## config.mk

```make
export PLATFORM = sky130hd
export DESIGN_NAME = can_key_chunk_reassembler_flat
export DESIGN_NICKNAME = d
export VERILOG_FILES = /design/src/hw/rtl/ckr_pkg.sv /design/src/hw/rtl/ckr_in_if.sv /design/src/hw/rtl/ckr_out_if.sv /design/src/hw/rtl/ckr_ram.sv /design/src/hw/rtl/ckr_cfg.sv /design/src/hw/rtl/ckr_asm.sv /design/src/hw/rtl/can_key_chunk_reassembler.sv /design/src/flat_wrapper.sv
export SDC_FILE = /design/constraint.sdc
export NUM_CORES = 2
export LEC_CHECK = 0
export ABC_CLOCK_PERIOD_IN_PS = 7500
export BUFFER_PORTS_ARGS = -buffer_cell sky130_fd_sc_hd__buf_2
export CELL_PAD_IN_SITES_DETAIL_PLACEMENT = 1
export CELL_PAD_IN_SITES_GLOBAL_PLACEMENT = 1
export CORE_MARGIN = 4
export CORE_UTILIZATION = 30
export DETAILED_ROUTE_END_ITERATION = 12
export PLACE_DENSITY_LB_ADDON = 0.1
export SETUP_SLACK_MARGIN = 0.5
export SLEW_MARGIN = 20
export SYNTH_ARGS = -nofsm -noshare
export SYNTH_HDL_FRONTEND = slang
export SYNTH_SLANG_ARGS = --single-unit
export TNS_END_PERCENT = 20
```

## constraint.sdc

```tcl
create_clock -name clk -period 7.5 [get_ports clk]
set_input_delay 0 -clock clk [delete_from_list [all_inputs] [get_ports clk]]
set_output_delay 0 -clock clk [all_outputs]
set_load 0.05 [all_outputs]
```

## src/hw/rtl/ckr_pkg.sv

```systemverilog
// Shared types, constants and helpers for the CAN key chunk reassembler.
// No dependencies; every other file in hw/rtl except ckr_ram uses this package.
`timescale 1ns / 1ps

package ckr_pkg;

  localparam int CHUNK_BYTES     = 8;
  localparam int CHUNK_COUNT     = 8;
  localparam int COMPONENT_WORDS = 4;

  localparam int DATA_W    = 64;
  localparam int ID_W      = 29;
  localparam int CHUNK_W   = 3;   // chunk number field, ID bits 8-10
  localparam int SLOT_COUNT = 4;  // three stored keys plus one assembly slot
  localparam int SLOT_W    = 2;
  localparam int RAM_AW    = SLOT_W + CHUNK_W;
  localparam int RAM_DEPTH = SLOT_COUNT * (1 << CHUNK_W);

  localparam int CFG_IDX_W  = 3;
  localparam int CFG_DATA_W = 16;
  localparam logic [15:0] TIMEOUT_RESET = 16'd5000;

  localparam logic [7:0] CHUNK_MASK = 8'((1 << CHUNK_COUNT) - 1);
  localparam logic [3:0] LEN_CHUNK  = 4'(CHUNK_BYTES);
  localparam logic [3:0] COUNT_LIM  = 4'(CHUNK_COUNT);
  localparam logic [3:0] COMP_LIM   = 4'(COMPONENT_WORDS);
  localparam logic [CHUNK_W-1:0] LAST_CHUNK = CHUNK_W'(CHUNK_COUNT - 1);

  // commands
  localparam logic [1:0] CMD_FRAME = 2'd0;
  localparam logic [1:0] CMD_TICK  = 2'd1;
  localparam logic [1:0] CMD_READ  = 2'd2;

  // key types
  localparam logic [1:0] KEY_PACK = 2'd0;
  localparam logic [1:0] KEY_APP  = 2'd1;
  localparam logic [1:0] KEY_COMP = 2'd2;

  // ack status
  localparam logic [1:0] ACK_OK   = 2'd0;
  localparam logic [1:0] ACK_SEQ  = 2'd1;
  localparam logic [1:0] ACK_CSUM = 2'd2;

  // configuration register indexes
  localparam logic [CFG_IDX_W-1:0] CFG_PACK    = 3'd0;
  localparam logic [CFG_IDX_W-1:0] CFG_APP     = 3'd1;
  localparam logic [CFG_IDX_W-1:0] CFG_COMP    = 3'd2;
  localparam logic [CFG_IDX_W-1:0] CFG_STATUS  = 3'd3;
  localparam logic [CFG_IDX_W-1:0] CFG_TIMEOUT = 3'd4;

  typedef struct packed {
    logic [7:0]  pack_match;
    logic [7:0]  app_match;
    logic [7:0]  comp_match;
    logic [7:0]  status_match;
    logic [15:0] timeout;
  } cfg_t;

  typedef struct packed {
    logic [1:0]        cmd;
    logic [ID_W-1:0]   can_id;
    logic [DATA_W-1:0] frame_data;
    logic [3:0]        frame_length;
    logic [1:0]        key_select;
    logic [2:0]        word_index;
  } item_t;

  // result fields except the read word, which comes from the RAM output register
  typedef struct packed {
    logic       accepted;
    logic       ack_valid;
    logic [1:0] ack_key_type;
    logic [2:0] ack_chunk;
    logic [1:0] ack_status;
    logic       key_stored;
    logic [1:0] stored_type;
    logic       all_valid;
    logic       save_request;
    logic       timed_out;
    logic       read_ok;
  } res_t;

  typedef struct packed {
    logic              we;
    logic [RAM_AW-1:0] addr;
    logic [DATA_W-1:0] data;
  } ram_wr_t;

  function automatic logic [7:0] byte_xor(input logic [DATA_W-1:0] w);
    logic [7:0] x;
    x = '0;
    for (int i = 0; i < 8; i++) begin
      x = x ^ w[8*i +: 8];
    end
    return x;
  endfunction

endpackage

```

## src/hw/rtl/ckr_in_if.sv

```systemverilog
// Input channel of the key chunk reassembler: valid/ready plus item fields.
// Depends on ckr_pkg.
`timescale 1ns / 1ps

interface ckr_in_if;
  logic                        valid;
  logic                        ready;
  logic [1:0]                  cmd;
  logic [ckr_pkg::ID_W-1:0]    can_id;
  logic [ckr_pkg::DATA_W-1:0]  frame_data;
  logic [3:0]                  frame_length;
  logic [1:0]                  key_select;
  logic [2:0]                  word_index;

  modport source(output valid, cmd, can_id, frame_data, frame_length, key_select,
                 word_index, input ready);
  modport sink(input valid, cmd, can_id, frame_data, frame_length, key_select,
               word_index, output ready);
endinterface

```

## src/hw/rtl/ckr_out_if.sv

```systemverilog
// Result channel of the key chunk reassembler: valid/ready plus result fields.
// Depends on ckr_pkg.
`timescale 1ns / 1ps

interface ckr_out_if;
  logic                        valid;
  logic                        ready;
  logic                        accepted;
  logic                        ack_valid;
  logic [1:0]                  ack_key_type;
  logic [2:0]                  ack_chunk;
  logic [1:0]                  ack_status;
  logic                        key_stored;
  logic [1:0]                  stored_type;
  logic                        all_valid;
  logic                        save_request;
  logic                        timed_out;
  logic [ckr_pkg::DATA_W-1:0]  read_word;
  logic                        read_ok;

  modport source(output valid, accepted, ack_valid, ack_key_type, ack_chunk, ack_status,
                 key_stored, stored_type, all_valid, save_request, timed_out,
                 read_word, read_ok, input ready);
  modport sink(input valid, accepted, ack_valid, ack_key_type, ack_chunk, ack_status,
               key_stored, stored_type, all_valid, save_request, timed_out,
               read_word, read_ok, output ready);
endinterface

```

## src/hw/rtl/ckr_ram.sv

```systemverilog
// Generic single-write, single-read RAM with registered read data.
// No dependencies.
`timescale 1ns / 1ps

module ckr_ram #(
  parameter int WIDTH = 64,
  parameter int DEPTH = 32
) (
  input  logic                     clk,
  input  logic                     we,
  input  logic [$clog2(DEPTH)-1:0] waddr,
  input  logic [WIDTH-1:0]         wdata,
  input  logic                     re,
  input  logic [$clog2(DEPTH)-1:0] raddr,
  output logic [WIDTH-1:0]         rdata
);

  logic [WIDTH-1:0] mem_r [DEPTH];
  logic [WIDTH-1:0] rdata_r;

  always_ff @(posedge clk) begin
    if (we) begin
      mem_r[waddr] <= wdata;
    end
    if (re) begin
      rdata_r <= mem_r[raddr];
    end
  end

  assign rdata = rdata_r;

endmodule

```

## src/hw/rtl/ckr_cfg.sv

```systemverilog
// Configuration register file: four ID match bytes and the idle timeout.
// Depends on ckr_pkg.
`timescale 1ns / 1ps

module ckr_cfg (
  input  logic                              clk,
  input  logic                              rst_n,
  input  logic                              cfg_we,
  input  logic [ckr_pkg::CFG_IDX_W-1:0]     cfg_index,
  input  logic [ckr_pkg::CFG_DATA_W-1:0]    cfg_wdata,
  output ckr_pkg::cfg_t                     cfg
);

  ckr_pkg::cfg_t cfg_r;
  ckr_pkg::cfg_t cfg_nxt;

  always_comb begin
    cfg_nxt = cfg_r;
    if (cfg_we) begin
      case (cfg_index)
        ckr_pkg::CFG_PACK:    cfg_nxt.pack_match   = cfg_wdata[7:0];
        ckr_pkg::CFG_APP:     cfg_nxt.app_match    = cfg_wdata[7:0];
        ckr_pkg::CFG_COMP:    cfg_nxt.comp_match   = cfg_wdata[7:0];
        ckr_pkg::CFG_STATUS:  cfg_nxt.status_match = cfg_wdata[7:0];
        ckr_pkg::CFG_TIMEOUT: cfg_nxt.timeout      = cfg_wdata[15:0];
        default: ;
      endcase
    end
  end

  always_ff @(posedge clk) begin
    if (!rst_n) begin
      cfg_r.pack_match   <= '0;
      cfg_r.app_match    <= '0;
      cfg_r.comp_match   <= '0;
      cfg_r.status_match <= '0;
      cfg_r.timeout      <= ckr_pkg::TIMEOUT_RESET;
    end else begin
      cfg_r <= cfg_nxt;
    end
  end

  assign cfg = cfg_r;

endmodule

```

## src/hw/rtl/ckr_asm.sv

```systemverilog
// Assembly state and per-item decision logic: bitmap, XOR, idle timer,
// key valid flags and the slot map into the key RAM. Depends on ckr_pkg.
`timescale 1ns / 1ps

module ckr_asm (
  input  logic                                clk,
  input  logic                                rst_n,
  input  ckr_pkg::cfg_t                       cfg,
  input  logic                                advance,
  input  ckr_pkg::item_t                      item,
  output ckr_pkg::res_t                       res,
  output ckr_pkg::ram_wr_t                    ram_wr,
  output logic [ckr_pkg::RAM_AW-1:0]          ram_raddr
);

  // Key RAM holds four slots of eight words. Each key type points at the slot
  // with its stored key; the slot nobody points at collects the open assembly,
  // so a pass only swaps pointers.
  logic                         active_r, active_nxt;
  logic [1:0]                   atype_r, atype_nxt;
  logic [7:0]                   bitmap_r, bitmap_nxt;
  logic [7:0]                   xor_r, xor_nxt;
  logic [15:0]                  idle_r, idle_nxt;
  logic [2:0]                   key_valid_r, key_valid_nxt;
  logic [ckr_pkg::SLOT_W-1:0]   ptr_r [3];
  logic [ckr_pkg::SLOT_W-1:0]   ptr_nxt [3];

  logic [7:0]                   base;
  logic [ckr_pkg::CHUNK_W-1:0]  chunk;
  logic                         is_key, is_status;
  logic [1:0]                   ktype;
  logic                         restart, dup, full;
  logic [7:0]                   bitmap_eff, bitmap_new, xor_eff, xor_new;
  logic [ckr_pkg::SLOT_W-1:0]   free_slot, rd_slot;
  logic [3:0]                   kv4;
  logic                         rd_ok;

  always_comb begin
    active_nxt    = active_r;
    atype_nxt     = atype_r;
    bitmap_nxt    = bitmap_r;
    xor_nxt       = xor_r;
    idle_nxt      = idle_r;
    key_valid_nxt = key_valid_r;
    for (int t = 0; t < 3; t++) begin
      ptr_nxt[t] = ptr_r[t];
    end
    res = '0;

    base  = item.can_id[7:0];
    chunk = item.can_id[10:8];
    is_key    = 1'b1;
    is_status = 1'b0;
    ktype     = ckr_pkg::KEY_PACK;
    if (base == cfg.pack_match) begin
      ktype = ckr_pkg::KEY_PACK;
    end else if (base == cfg.app_match) begin
      ktype = ckr_pkg::KEY_APP;
    end else if (base == cfg.comp_match) begin
      ktype = ckr_pkg::KEY_COMP;
    end else begin
      is_key    = 1'b0;
      is_status = (base == cfg.status_match);
    end

    restart    = !active_r || (atype_r != ktype);
    bitmap_eff = restart ? 8'd0 : bitmap_r;
    xor_eff    = restart ? 8'd0 : xor_r;
    dup        = bitmap_eff[chunk];
    bitmap_new = bitmap_eff | (8'd1 << chunk);
    xor_new    = xor_eff ^ ckr_pkg::byte_xor(item.frame_data);
    full       = ((bitmap_new & ckr_pkg::CHUNK_MASK) == ckr_pkg::CHUNK_MASK);

    // slots 0..3 are all distinct, so the spare one is the XOR of the others
    free_slot = ptr_r[0] ^ ptr_r[1] ^ ptr_r[2];
    ram_wr.we   = 1'b0;
    ram_wr.addr = {free_slot, chunk};
    ram_wr.data = item.frame_data;

    kv4   = {1'b0, key_valid_r};
    rd_ok = (item.key_select != 2'd3) && kv4[item.key_select] &&
            ({1'b0, item.word_index} < ckr_pkg::COUNT_LIM) &&
            !(item.key_select == ckr_pkg::KEY_COMP &&
              {1'b0, item.word_index} >= ckr_pkg::COMP_LIM);
    case (item.key_select)
      ckr_pkg::KEY_PACK: rd_slot = ptr_r[0];
      ckr_pkg::KEY_APP:  rd_slot = ptr_r[1];
      ckr_pkg::KEY_COMP: rd_slot = ptr_r[2];
      default:           rd_slot = '0;
    endcase
    ram_raddr = {rd_slot, item.word_index};

    case (item.cmd)
      ckr_pkg::CMD_FRAME: begin
        if (is_key) begin
          if (item.frame_length == ckr_pkg::LEN_CHUNK) begin
            res.ack_valid    = 1'b1;
            res.ack_key_type = ktype;
            res.ack_chunk    = chunk;
            if ({1'b0, chunk} >= ckr_pkg::COUNT_LIM) begin
              res.ack_status = ckr_pkg::ACK_SEQ;
            end else begin
              res.accepted = 1'b1;
              active_nxt   = 1'b1;
              atype_nxt    = ktype;
              bitmap_nxt   = bitmap_eff;
              xor_nxt      = xor_eff;
              if (restart) begin
                idle_nxt = '0;
              end
              if (!dup) begin
                ram_wr.we  = advance;
                bitmap_nxt = bitmap_new;
                xor_nxt    = xor_new;
                idle_nxt   = '0;
                if (full) begin
                  active_nxt = 1'b0;
                  atype_nxt  = '0;
                  bitmap_nxt = '0;
                  xor_nxt    = '0;
                  if (xor_new != 8'd0) begin
                    res.accepted   = 1'b0;
                    res.ack_chunk  = ckr_pkg::LAST_CHUNK;
                    res.ack_status = ckr_pkg::ACK_CSUM;
                  end else begin
                    key_valid_nxt     = key_valid_r | (3'b001 << ktype);
                    res.key_stored    = 1'b1;
                    res.stored_type   = ktype;
                    res.save_request  = &key_valid_nxt;
                    for (int t = 0; t < 3; t++) begin
                      if (ktype == 2'(t)) begin
                        ptr_nxt[t] = free_slot;
                      end
                    end
                  end
                end
              end
            end
          end
        end else if (is_status) begin
          res.accepted = 1'b1;
        end
      end
      ckr_pkg::CMD_TICK: begin
        if (active_r) begin
          if (idle_r >= cfg.timeout) begin
            active_nxt    = 1'b0;
            atype_nxt     = '0;
            bitmap_nxt    = '0;
            xor_nxt       = '0;
            idle_nxt      = '0;
            res.timed_out = 1'b1;
          end else begin
            idle_nxt = idle_r + 16'd1;
          end
        end
      end
      ckr_pkg::CMD_READ: begin
        res.read_ok = rd_ok;
      end
      default: ;
    endcase

    res.all_valid = &key_valid_nxt;
  end

  always_ff @(posedge clk) begin
    if (!rst_n) begin
      active_r    <= 1'b0;
      atype_r     <= '0;
      bitmap_r    <= '0;
      xor_r       <= '0;
      idle_r      <= '0;
      key_valid_r <= '0;
      ptr_r[0]    <= 2'd0;
      ptr_r[1]    <= 2'd1;
      ptr_r[2]    <= 2'd2;
    end else if (advance) begin
      active_r    <= active_nxt;
      atype_r     <= atype_nxt;
      bitmap_r    <= bitmap_nxt;
      xor_r       <= xor_nxt;
      idle_r      <= idle_nxt;
      key_valid_r <= key_valid_nxt;
      for (int t = 0; t < 3; t++) begin
        ptr_r[t] <= ptr_nxt[t];
      end
    end
  end

  a_ptr_distinct: assert property (@(posedge clk) disable iff (!rst_n)
    (ptr_r[0] != ptr_r[1]) && (ptr_r[0] != ptr_r[2]) && (ptr_r[1] != ptr_r[2]))
    else $error("key slot pointers collide");

  a_write_spare_slot: assert property (@(posedge clk) disable iff (!rst_n)
    ram_wr.we |-> (ram_wr.addr[ckr_pkg::RAM_AW-1 -: ckr_pkg::SLOT_W] != ptr_r[0]) &&
                  (ram_wr.addr[ckr_pkg::RAM_AW-1 -: ckr_pkg::SLOT_W] != ptr_r[1]) &&
                  (ram_wr.addr[ckr_pkg::RAM_AW-1 -: ckr_pkg::SLOT_W] != ptr_r[2]))
    else $error("chunk write hits a stored key slot");

  a_valid_sticky: assert property (@(posedge clk) disable iff (!rst_n)
    1'b1 |=> ((key_valid_r & $past(key_valid_r)) == $past(key_valid_r)))
    else $error("key valid flag dropped");

  a_idle_empty: assert property (@(posedge clk) disable iff (!rst_n)
    !active_r |-> (bitmap_r == 8'd0) && (xor_r == 8'd0))
    else $error("leftover assembly state while idle");

endmodule

```

## src/hw/rtl/can_key_chunk_reassembler.sv

```systemverilog
// Top level of the CAN key chunk reassembler: stage register, result register
// and handshake. Depends on ckr_pkg, ckr_in_if, ckr_out_if, ckr_cfg, ckr_asm, ckr_ram.
//
//  port       dir   protocol      beat
//  in_ch      in    valid/ready   one command: frame, tick or key read
//  out_ch     out   valid/ready   one result per input beat
//  cfg_*      in    write enable  one register write, no back-pressure
//
// An item passes the stage register and then the result register; one item per
// cycle while out_ch is ready. The key RAM's registered read sets the second stage.
// Synchronous active-low reset clears the pipeline and assembly state; key
// words are undefined until stored. A stalled result holds and only back-
// pressures input once the stage register behind it is also full.
`timescale 1ns / 1ps

module can_key_chunk_reassembler (
  input  logic                            clk,
  input  logic                            rst_n,
  ckr_in_if.sink                          in_ch,
  ckr_out_if.source                       out_ch,
  input  logic                            cfg_we,
  input  logic [ckr_pkg::CFG_IDX_W-1:0]   cfg_index,
  input  logic [ckr_pkg::CFG_DATA_W-1:0]  cfg_wdata
);

  ckr_pkg::cfg_t    cfg;
  ckr_pkg::item_t   s1_item_r;
  logic             s1_valid_r, s1_valid_nxt;
  logic             out_valid_r, out_valid_nxt;
  ckr_pkg::res_t    res_r, res_c;
  ckr_pkg::ram_wr_t ram_wr;
  logic [ckr_pkg::RAM_AW-1:0] ram_raddr;
  logic [ckr_pkg::DATA_W-1:0] ram_rdata;
  logic             out_load, advance, in_accept;

  assign out_load  = !out_valid_r || out_ch.ready;
  assign advance   = s1_valid_r && out_load;
  assign in_ch.ready = !s1_valid_r || advance;
  assign in_accept = in_ch.valid && in_ch.ready;

  assign s1_valid_nxt  = in_accept || (s1_valid_r && !advance);
  assign out_valid_nxt = advance || (out_valid_r && !out_ch.ready);

  always_ff @(posedge clk) begin
    if (!rst_n) begin
      s1_valid_r  <= 1'b0;
      out_valid_r <= 1'b0;
    end else begin
      s1_valid_r  <= s1_valid_nxt;
      out_valid_r <= out_valid_nxt;
    end
  end

  always_ff @(posedge clk) begin
    if (in_accept) begin
      s1_item_r.cmd          <= in_ch.cmd;
      s1_item_r.can_id       <= in_ch.can_id;
      s1_item_r.frame_data   <= in_ch.frame_data;
      s1_item_r.frame_length <= in_ch.frame_length;
      s1_item_r.key_select   <= in_ch.key_select;
      s1_item_r.word_index   <= in_ch.word_index;
    end
    if (advance) begin
      res_r <= res_c;
    end
  end

  ckr_cfg u_cfg (
    .clk       (clk),
    .rst_n     (rst_n),
    .cfg_we    (cfg_we),
    .cfg_index (cfg_index),
    .cfg_wdata (cfg_wdata),
    .cfg       (cfg)
  );

  ckr_asm u_asm (
    .clk       (clk),
    .rst_n     (rst_n),
    .cfg       (cfg),
    .advance   (advance),
    .item      (s1_item_r),
    .res       (res_c),
    .ram_wr    (ram_wr),
    .ram_raddr (ram_raddr)
  );

  ckr_ram #(
    .WIDTH (ckr_pkg::DATA_W),
    .DEPTH (ckr_pkg::RAM_DEPTH)
  ) u_key_ram (
    .clk   (clk),
    .we    (ram_wr.we),
    .waddr (ram_wr.addr),
    .wdata (ram_wr.data),
    .re    (advance),
    .raddr (ram_raddr),
    .rdata (ram_rdata)
  );

  assign out_ch.valid        = out_valid_r;
  assign out_ch.accepted     = res_r.accepted;
  assign out_ch.ack_valid    = res_r.ack_valid;
  assign out_ch.ack_key_type = res_r.ack_key_type;
  assign out_ch.ack_chunk    = res_r.ack_chunk;
  assign out_ch.ack_status   = res_r.ack_status;
  assign out_ch.key_stored   = res_r.key_stored;
  assign out_ch.stored_type  = res_r.stored_type;
  assign out_ch.all_valid    = res_r.all_valid;
  assign out_ch.save_request = res_r.save_request;
  assign out_ch.timed_out    = res_r.timed_out;
  assign out_ch.read_ok      = res_r.read_ok;
  assign out_ch.read_word    = res_r.read_ok ? ram_rdata : '0;

  a_no_overrun: assert property (@(posedge clk) disable iff (!rst_n)
    (out_valid_r && !out_ch.ready && s1_valid_r) |-> !in_ch.ready)
    else $error("input taken with both stages full");

  a_result_follows: assert property (@(posedge clk) disable iff (!rst_n)
    advance |=> out_valid_r)
    else $error("advanced item produced no result");

  a_store_status: assert property (@(posedge clk) disable iff (!rst_n)
    (out_valid_r && res_r.key_stored) |-> res_r.accepted && res_r.ack_valid &&
                                          (res_r.ack_status == ckr_pkg::ACK_OK))
    else $error("stored key without success ack");

endmodule
```

## src/flat_wrapper.sv

```systemverilog
// flat-port wrapper written by rule: the top's interface ports become plain ports
module can_key_chunk_reassembler_flat 
  (clk, rst_n, cfg_we, cfg_index, cfg_wdata, in_ch_valid, in_ch_cmd, in_ch_can_id, in_ch_frame_data, in_ch_frame_length, in_ch_key_select, in_ch_word_index, in_ch_ready, out_ch_valid, out_ch_accepted, out_ch_ack_valid, out_ch_ack_key_type, out_ch_ack_chunk, out_ch_ack_status, out_ch_key_stored, out_ch_stored_type, out_ch_all_valid, out_ch_save_request, out_ch_timed_out, out_ch_read_word, out_ch_read_ok, out_ch_ready);
  ckr_in_if in_ch_i ();
  ckr_out_if out_ch_i ();
  input  logic clk;
  input  logic rst_n;
  input  logic cfg_we;
  input  logic [ckr_pkg::CFG_IDX_W-1:0] cfg_index;
  input  logic [ckr_pkg::CFG_DATA_W-1:0] cfg_wdata;
  input wire logic [$bits(in_ch_i.valid)-1:0] in_ch_valid;
  input wire logic [$bits(in_ch_i.cmd)-1:0] in_ch_cmd;
  input wire logic [$bits(in_ch_i.can_id)-1:0] in_ch_can_id;
  input wire logic [$bits(in_ch_i.frame_data)-1:0] in_ch_frame_data;
  input wire logic [$bits(in_ch_i.frame_length)-1:0] in_ch_frame_length;
  input wire logic [$bits(in_ch_i.key_select)-1:0] in_ch_key_select;
  input wire logic [$bits(in_ch_i.word_index)-1:0] in_ch_word_index;
  output wire logic [$bits(in_ch_i.ready)-1:0] in_ch_ready;
  output wire logic [$bits(out_ch_i.valid)-1:0] out_ch_valid;
  output wire logic [$bits(out_ch_i.accepted)-1:0] out_ch_accepted;
  output wire logic [$bits(out_ch_i.ack_valid)-1:0] out_ch_ack_valid;
  output wire logic [$bits(out_ch_i.ack_key_type)-1:0] out_ch_ack_key_type;
  output wire logic [$bits(out_ch_i.ack_chunk)-1:0] out_ch_ack_chunk;
  output wire logic [$bits(out_ch_i.ack_status)-1:0] out_ch_ack_status;
  output wire logic [$bits(out_ch_i.key_stored)-1:0] out_ch_key_stored;
  output wire logic [$bits(out_ch_i.stored_type)-1:0] out_ch_stored_type;
  output wire logic [$bits(out_ch_i.all_valid)-1:0] out_ch_all_valid;
  output wire logic [$bits(out_ch_i.save_request)-1:0] out_ch_save_request;
  output wire logic [$bits(out_ch_i.timed_out)-1:0] out_ch_timed_out;
  output wire logic [$bits(out_ch_i.read_word)-1:0] out_ch_read_word;
  output wire logic [$bits(out_ch_i.read_ok)-1:0] out_ch_read_ok;
  input wire logic [$bits(out_ch_i.ready)-1:0] out_ch_ready;
  assign in_ch_i.valid = in_ch_valid;
  assign in_ch_i.cmd = in_ch_cmd;
  assign in_ch_i.can_id = in_ch_can_id;
  assign in_ch_i.frame_data = in_ch_frame_data;
  assign in_ch_i.frame_length = in_ch_frame_length;
  assign in_ch_i.key_select = in_ch_key_select;
  assign in_ch_i.word_index = in_ch_word_index;
  assign in_ch_ready = in_ch_i.ready;
  assign out_ch_valid = out_ch_i.valid;
  assign out_ch_accepted = out_ch_i.accepted;
  assign out_ch_ack_valid = out_ch_i.ack_valid;
  assign out_ch_ack_key_type = out_ch_i.ack_key_type;
  assign out_ch_ack_chunk = out_ch_i.ack_chunk;
  assign out_ch_ack_status = out_ch_i.ack_status;
  assign out_ch_key_stored = out_ch_i.key_stored;
  assign out_ch_stored_type = out_ch_i.stored_type;
  assign out_ch_all_valid = out_ch_i.all_valid;
  assign out_ch_save_request = out_ch_i.save_request;
  assign out_ch_timed_out = out_ch_i.timed_out;
  assign out_ch_read_word = out_ch_i.read_word;
  assign out_ch_read_ok = out_ch_i.read_ok;
  assign out_ch_i.ready = out_ch_ready;
  can_key_chunk_reassembler u_core (.clk(clk), .rst_n(rst_n), .in_ch(in_ch_i), .out_ch(out_ch_i), .cfg_we(cfg_we), .cfg_index(cfg_index), .cfg_wdata(cfg_wdata));
endmodule
```

After elaboration in Yosys (flattened, before gate mapping)
Memory sizes are Yosys's and may differ from the RTL's. A register that Yosys moved wholly into a read port is not among the register bits.
Cells that the tools add are included.
{"block": "totals", "ff_bits": 190, "mem_bits_rw": 2054, "memories": 2}
{"block": "op_classes", "n_addsub": 1, "order_cmp": 4, "n_eq_ne": 23, "n_shift": 2, "n_mux": 89, "bitwise": 19, "reduce_logical": 39}
{"name": "u_core.u_key_ram.mem_r", "words": 32, "word_bits": 64, "read_ports": 1, "rd_clocked_by_memory_dff": 1, "write_ports": 1, "line_no": "ckr_ram.sv:18", "source": "logic [WIDTH-1:0] mem_r [DEPTH];"}
{"name": "u_core.u_asm.ptr_r", "words": 3, "word_bits": 2, "read_ports": 3, "rd_clocked_by_memory_dff": 0, "write_ports": 3, "line_no": "ckr_asm.sv:25", "source": "logic [ckr_pkg::SLOT_W-1:0] ptr_r [3];"}
{"operator": "$mux W8", "count": 14}
{"operator": "$mux W16", "count": 6}
{"operator": "$mux W64", "count": 1}
{"operator": "$xor A8 B8 Y8", "count": 8}
{"operator": "$mux W6", "count": 6}
{"operator": "$eq A8 B8 Y1", "count": 4}
{"operator": "$pmux W16 S2", "count": 1}
{"operator": "$pmux W8 S2", "count": 2}
{"operator": "$mux W1", "count": 30}
{"operator": "$mux W2", "count": 15}
{"operator": "$mux W3", "count": 7}
{"operator": "$add A16 B1 Y16 const B", "count": 1}
{"operator": "$ge A16 B16 Y1", "count": 1}
{"operator": "$reduce_and A2 Y1", "count": 7}
{"operator": "$mux W12", "count": 1}
{"operator": "$reduce_and A6 Y1", "count": 2}
{"operator": "$ne A2 B2 Y1 const B", "count": 5}
{"operator": "$reduce_and A3 Y1", "count": 3}
{"operator": "$eq A8 B8 Y1 const B", "count": 1}
{"operator": "$or A8 B8 Y8", "count": 1}
{"operator": "$reduce_bool A8 Y1", "count": 1}
{"operator": "$shl A1 B3 Y8 const A", "count": 1}
{"operator": "$logic_and A1 B1 Y1", "count": 7}
{"operator": "$eq A2 B1 Y1 const B", "count": 3}
{"operator": "29 further kinds", "count": 49}

Depth between registers and ports, before layout
{"block": "logic_depth", "ltp_word": 16, "mapped_depth": 13, "mapped_depth_nobuf": 11}

Hierarchy
Synthesis repeated with hierarchy kept, for this count alone.
{"block": "unflattened", "hier_cells": 4072, "hier_area_um2": 90458.0}
{"module": "ckr_ram", "n_inst": 1, "cells_per_inst": 3096, "area_each_um2": 79605.1, "seq_area_each_um2": 63420.8}
{"module": "ckr_asm", "n_inst": 1, "cells_per_inst": 597, "area_each_um2": 4820.9, "seq_area_each_um2": 940.9}
{"module": "can_key_chunk_reassembler", "n_inst": 1, "cells_per_inst": 199, "area_each_um2": 4197.8, "seq_area_each_um2": 3643.5}
{"module": "ckr_cfg", "n_inst": 1, "cells_per_inst": 180, "area_each_um2": 1834.3, "seq_area_each_um2": 960.9}

Least setup slack after synthesis
Ideal clock, no wire load.
{"block": "synth_timing", "path_kind": "flip-flop to flip-flop", "from": "reg u_core.out_valid_r (netlist: u_core.out_ch.valid)", "to": "mem u_core.u_key_ram.mem_r[13][0], enable pin", "setup_ps": 487, "arrival_time_ps": 5828, "t_required_ps": 7013, "path_slack_ps": 1186, "stages_incl_launch_ff": 7, "path_buffers": 0, "period_less_slack_ps": 6314, "cell_sequence": "dfxtp_1 -> nor2b_1 -> nand2b_1 -> inv_1 -> and3_1 -> nand2_1 -> nor2_1"}
{"block": "synth_between", "elab_chain_cells": 9}
{"item": "start, declared", "line_no": "can_key_chunk_reassembler.sv:29", "source": "logic out_valid_r, out_valid_nxt;"}
{"item": "start signal, assigned", "line_no": "can_key_chunk_reassembler.sv:50", "source": "out_valid_r <= out_valid_nxt;"}
{"item": "$logic_not A1 Y1", "line_no": "can_key_chunk_reassembler.sv:36", "source": "assign out_load = !out_valid_r || out_ch.ready;"}
{"item": "$logic_or A1 B1 Y1", "line_no": "can_key_chunk_reassembler.sv:36"}
{"item": "$logic_and A1 B1 Y1", "line_no": "can_key_chunk_reassembler.sv:37", "source": "assign advance = s1_valid_r && out_load;"}
{"item": "named net u_core.advance", "line_no": "can_key_chunk_reassembler.sv:34", "source": "logic out_load, advance, in_accept;"}
{"item": "$mux W1", "line_no": "ckr_asm.sv:111", "source": "if (!dup) begin"}
{"item": "$mux W1", "line_no": "ckr_asm.sv:96", "source": "if (item.frame_length == ckr_pkg::LEN_CHUNK) begin"}
{"item": "$mux W1", "line_no": "ckr_asm.sv:95", "source": "if (is_key) begin"}
{"item": "$mux W1", "line_no": "ckr_asm.sv:93", "source": "case (item.cmd)"}
{"item": "$mux W1", "line_no": "ckr_ram.sv:22", "source": "if (we) begin"}
{"item": "$mux W1 (not written as such)", "line_no": "ckr_ram.sv:23", "source": "mem_r[waddr] <= wdata;"}
{"item": "end, declared", "line_no": "ckr_ram.sv:18"}
The timed path passes the listed nets, and every way through them passes these cells.

Final worst setup path
{"block": "layout_timing", "from": "reg u_core.s1_item_r[74] in the netlist's numbering", "to": "mem u_core.u_key_ram.mem_r[23][49], enable pin"}
{"block": "layout_between", "elab_chain_cells": 15, "elab_cells_between_ends": 20}
{"item": "start, declared", "line_no": "can_key_chunk_reassembler.sv:27", "source": "ckr_pkg::item_t s1_item_r;"}
{"item": "$eq A8 B8 Y1", "line_no": "ckr_asm.sv:59", "source": "end else if (base == cfg.comp_match) begin"}
{"item": "$mux W2", "line_no": "ckr_asm.sv:59"}
{"item": "$mux W2", "line_no": "ckr_asm.sv:57", "source": "end else if (base == cfg.app_match) begin"}
{"item": "$mux W2", "line_no": "ckr_asm.sv:55", "source": "if (base == cfg.pack_match) begin"}
{"item": "$ne A2 B2 Y1", "line_no": "ckr_asm.sv:66", "source": "restart = !active_r || (atype_r != ktype);"}
{"item": "$logic_or A1 B1 Y1", "line_no": "ckr_asm.sv:66"}
{"item": "$mux W8", "line_no": "ckr_asm.sv:67", "source": "bitmap_eff = restart ? 8'd0 : bitmap_r;"}
{"item": "$bmux W1 S3", "line_no": "ckr_asm.sv:69", "source": "dup = bitmap_eff[chunk];"}
{"item": "$mux W1 (not written as such)", "line_no": "ckr_asm.sv:69"}
{"item": "$mux W1", "line_no": "ckr_asm.sv:111"}
{"item": "$mux W1", "line_no": "ckr_asm.sv:96"}
{"item": "$mux W1 (*)", "line_no": "ckr_asm.sv:95"}
{"item": "$mux W1 (*)", "line_no": "ckr_asm.sv:93"}
{"item": "$mux W1 (*)", "line_no": "ckr_ram.sv:22"}
{"item": "$mux W1 (not written as such) (*)", "line_no": "ckr_ram.sv:23"}
Mark *: on every way between the ends. The rest lies on a longest branch, timed or not. The select of a mux whose other input is x is not followed.

==> results.txt <==
----------------------------------------------------
[Placement]
  Routability congestion estimate ... 0.7094
  Estimated wirelength of the detail-placed design ... 138700 µm
  Count of buffers from port buffering ... 190
  Worst-case setup slack after placement ... 2.178 ns

[Global routing]
  Overall overflow remaining after global route ... 0
  Largest net degree at the start of global routing ... 91
  Global-route wire length before repair ... 367700 µm
  Via count of the first global-routing pass ... 46710
  Initial antenna violation count ... 11
  Total global routing track utilization ... 0.1706

[CTS]
  Clock latency of the later-clocked register in the worst-skew pair ... 0.84 ns
  Number of gates resized after CTS ... 0
  TritonCTS clock tree ... done
  Clock slew seen by the registers of the worst setup and hold paths ... 0.06 ns
  Number of H-tree levels ... 5
  Clk sink count ... 2307
  Count of buffers added by post-CTS timing repair for setup ... 0
  Root buffer cell ... sky130_fd_sc_hd__clkbuf_16
  Clock buffer count from CTS ... 275
  Maximum clock path buffer count ... 4

[Die]
  Vertical die dimension ... 551.7 µm
  Die Outline Area ... 0.3043 mm²
  Starting Density ... 0.3016
  Die width ... 551.7 µm
  Boundary Pins ... 210
  Area of the core ... 0.2941 mm²
  Number of placement rows ... 199

[Min path]
  Worst Hold Class ... input port to flop
  Cell depth of the worst min-delay path ... 4

[Synth]
  Portion of the post-synthesis area used by sequential elements ... 0.7713
  Mapped Nets ... 4066
  Number of distinct standard cells referenced by the synthesized netlist ... 70
  Biggest area contributors in the synthesized netlist ... sky130_fd_sc_hd__edfxtp_1, sky130_fd_sc_hd__mux4_2, sky130_fd_sc_hd__dfxtp_1
  Register bit total from synthesis ... 2307
  Share of the synthesized area in the top cell type ... 0.7514
  Yosys top cell by area ... sky130_fd_sc_hd__edfxtp_1
  Average cell area after synthesis ... 22.62 µm²
  Cell count after synthesis ... 3921
  EDFF count, synth ... 2219
  Number of warnings printed during yosys synthesis ... 0
  Synth Flop Type ... sky130_fd_sc_hd__edfxtp_1
  Cell Area, Synth ... 0.08867 mm²
  Share of synthesized registers carrying an async set or reset ... 0

[Power]
  Pwr dens ... 266.7 mW/mm²
  Max IR drop VDD ... 0.1644 mV
  LEAKAGE ... 33.36 nW

[Setup path]
  Worst path max stage delay ... 0.84 ns
  Buf/Inv on CP ... 1
  Worst reg-to-reg path cell count ... 10
  Type of destination of the critical path ... flop
  Stages on worst setup path ... 10
  Endpoint arrival time on the critical path ... 5.67 ns
  Category of the worst setup path launch point ... flop
  Category of cells accounting for the largest share of critical-path delay ... simple AND/OR/NAND/NOR gates
  Type of the worst setup path ... flop to flop
  Chain of cells forming the critical path ... xor2_1 > nor4_1 > and2_1 > o22ai_2 > a211o_1 > nand3_1 > and3_1 > nand2_1 > nor2_4 > buf_12
  Maximum fanout along the worst path ... 52
  Crit path required time ... 7.93 ns
  Slowest library cell on the worst path ... sky130_fd_sc_hd__nor2_4

[Timing]
  Final clock period utilization by the worst path ... 0.6988
  Final-report hold violation count ... 0
  Post-Route Setup TNS ... 0 ns
  Setup-violating endpoint count in the final report ... 0
  Maximum frequency from static timing analysis ... 190.8 MHz
  Pins Over Slew Limit ... 0
  Setup repair after global routing missed its margin ... false
  Final critical delay including setup and external delays ... 5.241 ns
  Max-slew headroom ... 0.2341
  Post-route worst setup slack ... 2.259 ns
  Final worst clock skew ... 0.05376 ns
  Slew at the pin with the worst max-slew slack ... 1.149 ns

[Drt]
  Count of antenna-violating nets left after detailed routing ... 0
  # DRC ... 0
  Count of vias placed by the detailed router ... 42543
  WL/cell ... 29.91 µm
  Iteration-0 DRC count of the detailed router ... 3390
  DRT Wirelength ... 261200 µm
  TritonRoute pass-1 iters ... 5
  Number of vias per cell ... 4.872

[Job]
  Number of max-cap violations ... 0

[Layout]
  Number of nets at the end of the flow ... 4753
  Ratio of cells with drive above 1 in the final layout ... 0.3051
  Layout overhead on the synthesized area ... 20.40%

[Outcome]
  Run status ... finished clean

----------------------------------------------------
metal layers:
| metal | track usage | wire, µm |
|---|---|---|
| met1 | 0.2385 | 118000 |
| met2 | 0.2831 | 128200 |
| met3 | 0.02559 | 10270 |
| met4 | 0.03708 | 4754 |
| met5 | 0 | 13 |
through the flow:
stage / total power [mW] / instances / utilization / hold WS, ns / area [µm²]
after CTS: 28.96 / 8715 / 0.3623 / 0.0009355 / 106500
after detailed placement: 16.13 / 7990 / 0.3255 / 0.1787 / 95730
final: 28.48 / 8733 / 0.3631 / 0.1015 / 106800
after floorplan: 15.47 / 3921 / - / 0.09887 / 88670
after global routing: 29.60 / 8729 / 0.3630 / 0.04426 / 106800
after global placement: 16.12 / 7987 / 0.3253 / 0.1764 / 95670
worst reg2reg max path, cell delays in order, from the launching register on:
cell and delay [ns]:
sky130_fd_sc_hd__edfxtp_1 0.50, sky130_fd_sc_hd__xor2_1 0.19, sky130_fd_sc_hd__nor4_1 0.42, sky130_fd_sc_hd__and2_1 0.34, sky130_fd_sc_hd__o22ai_2 0.20, sky130_fd_sc_hd__a211o_1 0.47
sky130_fd_sc_hd__nand3_1 0.32, sky130_fd_sc_hd__and3_1 0.34, sky130_fd_sc_hd__nand2_1 0.53, sky130_fd_sc_hd__nor2_4 0.85, sky130_fd_sc_hd__buf_12 0.42
logic make-up (layout without fill, tap and decap cells):
kind of cell	after synthesis	in the layout	share of synthesized area
compound gates	181	181	0.01381
mux	710	710	0.1716
flops	2307	2307	0.7713
xor+xnor	101	101	0.01006
buf+inv	220	1107	0.009680
other cells	1	7	0.00004229
simple gates	384	384	0.02105
fa+ha+maj	17	17	0.002399
power breakdown:
group | total (mW) | switching, mW | internal (mW)
Combinational | 1.64 | 0.964 | 0.675
Clock | 12.6 | 5.23 | 7.34
Sequential | 14.3 | 0.0633 | 14.2
Yosys cell counts (4+ instances only):
| cell type | count |
|---|---|
| sky130_fd_sc_hd__a21boi_0 | 4 |
| sky130_fd_sc_hd__a21o_1 | 14 |
| sky130_fd_sc_hd__a21oi_1 | 69 |
| sky130_fd_sc_hd__a22o_1 | 6 |
| sky130_fd_sc_hd__a31o_2 | 6 |
| sky130_fd_sc_hd__a31oi_1 | 6 |
| sky130_fd_sc_hd__and2_1 | 73 |
| sky130_fd_sc_hd__and3_1 | 8 |
| sky130_fd_sc_hd__buf_1 | 44 |
| sky130_fd_sc_hd__buf_2 | 8 |
| sky130_fd_sc_hd__clkbuf_1 | 131 |
| sky130_fd_sc_hd__dfxtp_1 | 88 |
| sky130_fd_sc_hd__edfxtp_1 | 2219 |
| sky130_fd_sc_hd__ha_1 | 17 |
| sky130_fd_sc_hd__inv_1 | 32 |
| sky130_fd_sc_hd__mux2_2 | 64 |
| sky130_fd_sc_hd__mux2i_1 | 4 |
| sky130_fd_sc_hd__mux4_2 | 642 |
| sky130_fd_sc_hd__nand2_1 | 143 |
| sky130_fd_sc_hd__nand2b_1 | 6 |
| sky130_fd_sc_hd__nand3_1 | 20 |
| sky130_fd_sc_hd__nand4_1 | 13 |
| sky130_fd_sc_hd__nor2_1 | 73 |
| sky130_fd_sc_hd__nor2b_1 | 5 |
| sky130_fd_sc_hd__nor3_1 | 12 |
| sky130_fd_sc_hd__nor4_1 | 5 |
| sky130_fd_sc_hd__o211ai_1 | 12 |
| sky130_fd_sc_hd__o21a_1 | 7 |
| sky130_fd_sc_hd__o21ai_0 | 14 |
| sky130_fd_sc_hd__o221ai_1 | 4 |
| sky130_fd_sc_hd__o2bb2ai_1 | 5 |
| sky130_fd_sc_hd__o31ai_1 | 6 |
| sky130_fd_sc_hd__or2_2 | 4 |
| sky130_fd_sc_hd__or4_1 | 7 |
| sky130_fd_sc_hd__xnor2_1 | 78 |
| sky130_fd_sc_hd__xor2_1 | 22 |
worst paths after layout:
path	to	slack, ns	start
worst max-delay path	u_core.u_key_ram.mem_r[23][49]	2.26	u_core.s1_item_r[74]
worst min-delay path	u_core.u_cfg.cfg[39]	0.10	cfg_wdata[7]
worst max register to register	u_core.u_key_ram.mem_r[23][49]	2.26	u_core.s1_item_r[74]
worst min register to register	u_core.u_cfg.cfg[27]	0.47	u_core.u_cfg.cfg[27]
layout by cell type (no fill, tap or decap), types with 42 or more instances in the layout:
master	synthesis	routed
sky130_fd_sc_hd__clkinv_1	0	48
sky130_fd_sc_hd__xnor2_1	78	78
sky130_fd_sc_hd__dlygate4sd3_1	0	248
sky130_fd_sc_hd__and2_1	73	72
sky130_fd_sc_hd__mux2_2	64	64
sky130_fd_sc_hd__edfxtp_1	2219	2219
sky130_fd_sc_hd__clkbuf_1	131	72
sky130_fd_sc_hd__a21oi_1	69	69
sky130_fd_sc_hd__buf_12	0	42
sky130_fd_sc_hd__dfxtp_1	88	88
sky130_fd_sc_hd__buf_4	2	102
sky130_fd_sc_hd__mux4_2	642	642
sky130_fd_sc_hd__clkbuf_16	0	287
sky130_fd_sc_hd__nand2_1	143	143
sky130_fd_sc_hd__buf_2	8	190
flip-flops by register name (all words and copies together) (netlist names), 3 cells and up:
| signal | count |
|---|---|
| u_core.u_key_ram.mem_r | 2048 |
| u_core.s1_item_r | 86 |
| u_core.u_key_ram.rdata | 64 |
| u_core.u_cfg.cfg | 48 |
| u_core.u_asm.idle_r | 16 |
| u_core.u_asm.bitmap_r | 8 |
| u_core.u_asm.xor_r | 8 |
| u_core.u_asm.ptr_r | 6 |
| u_core.out_ch.ack_chunk | 3 |
| u_core.u_asm.key_valid_r | 3 |
timing repair:
| item | 4_1_cts | 5_1_grt |
|---|---|---|
| endpoints found under the setup margin | 0 | 0 |
| endpoints found under the hold margin | 197 | 0 |
| hold buffers | 248 | 0 |
final cells by class:
cell class	count	area, µm²
Clock buffer	363	7507
Multi-Input combinational cell	1394	19690
Timing Repair Buffer	597	5303
Tap cell	3919	4903
Sequential cell	2307	68400
Fill cell	28122	187300
Clock inverter	114	825.8
Inverter	33	128.9
Antenna cell	6	15.01
Power figures use the tool's default switching activity.
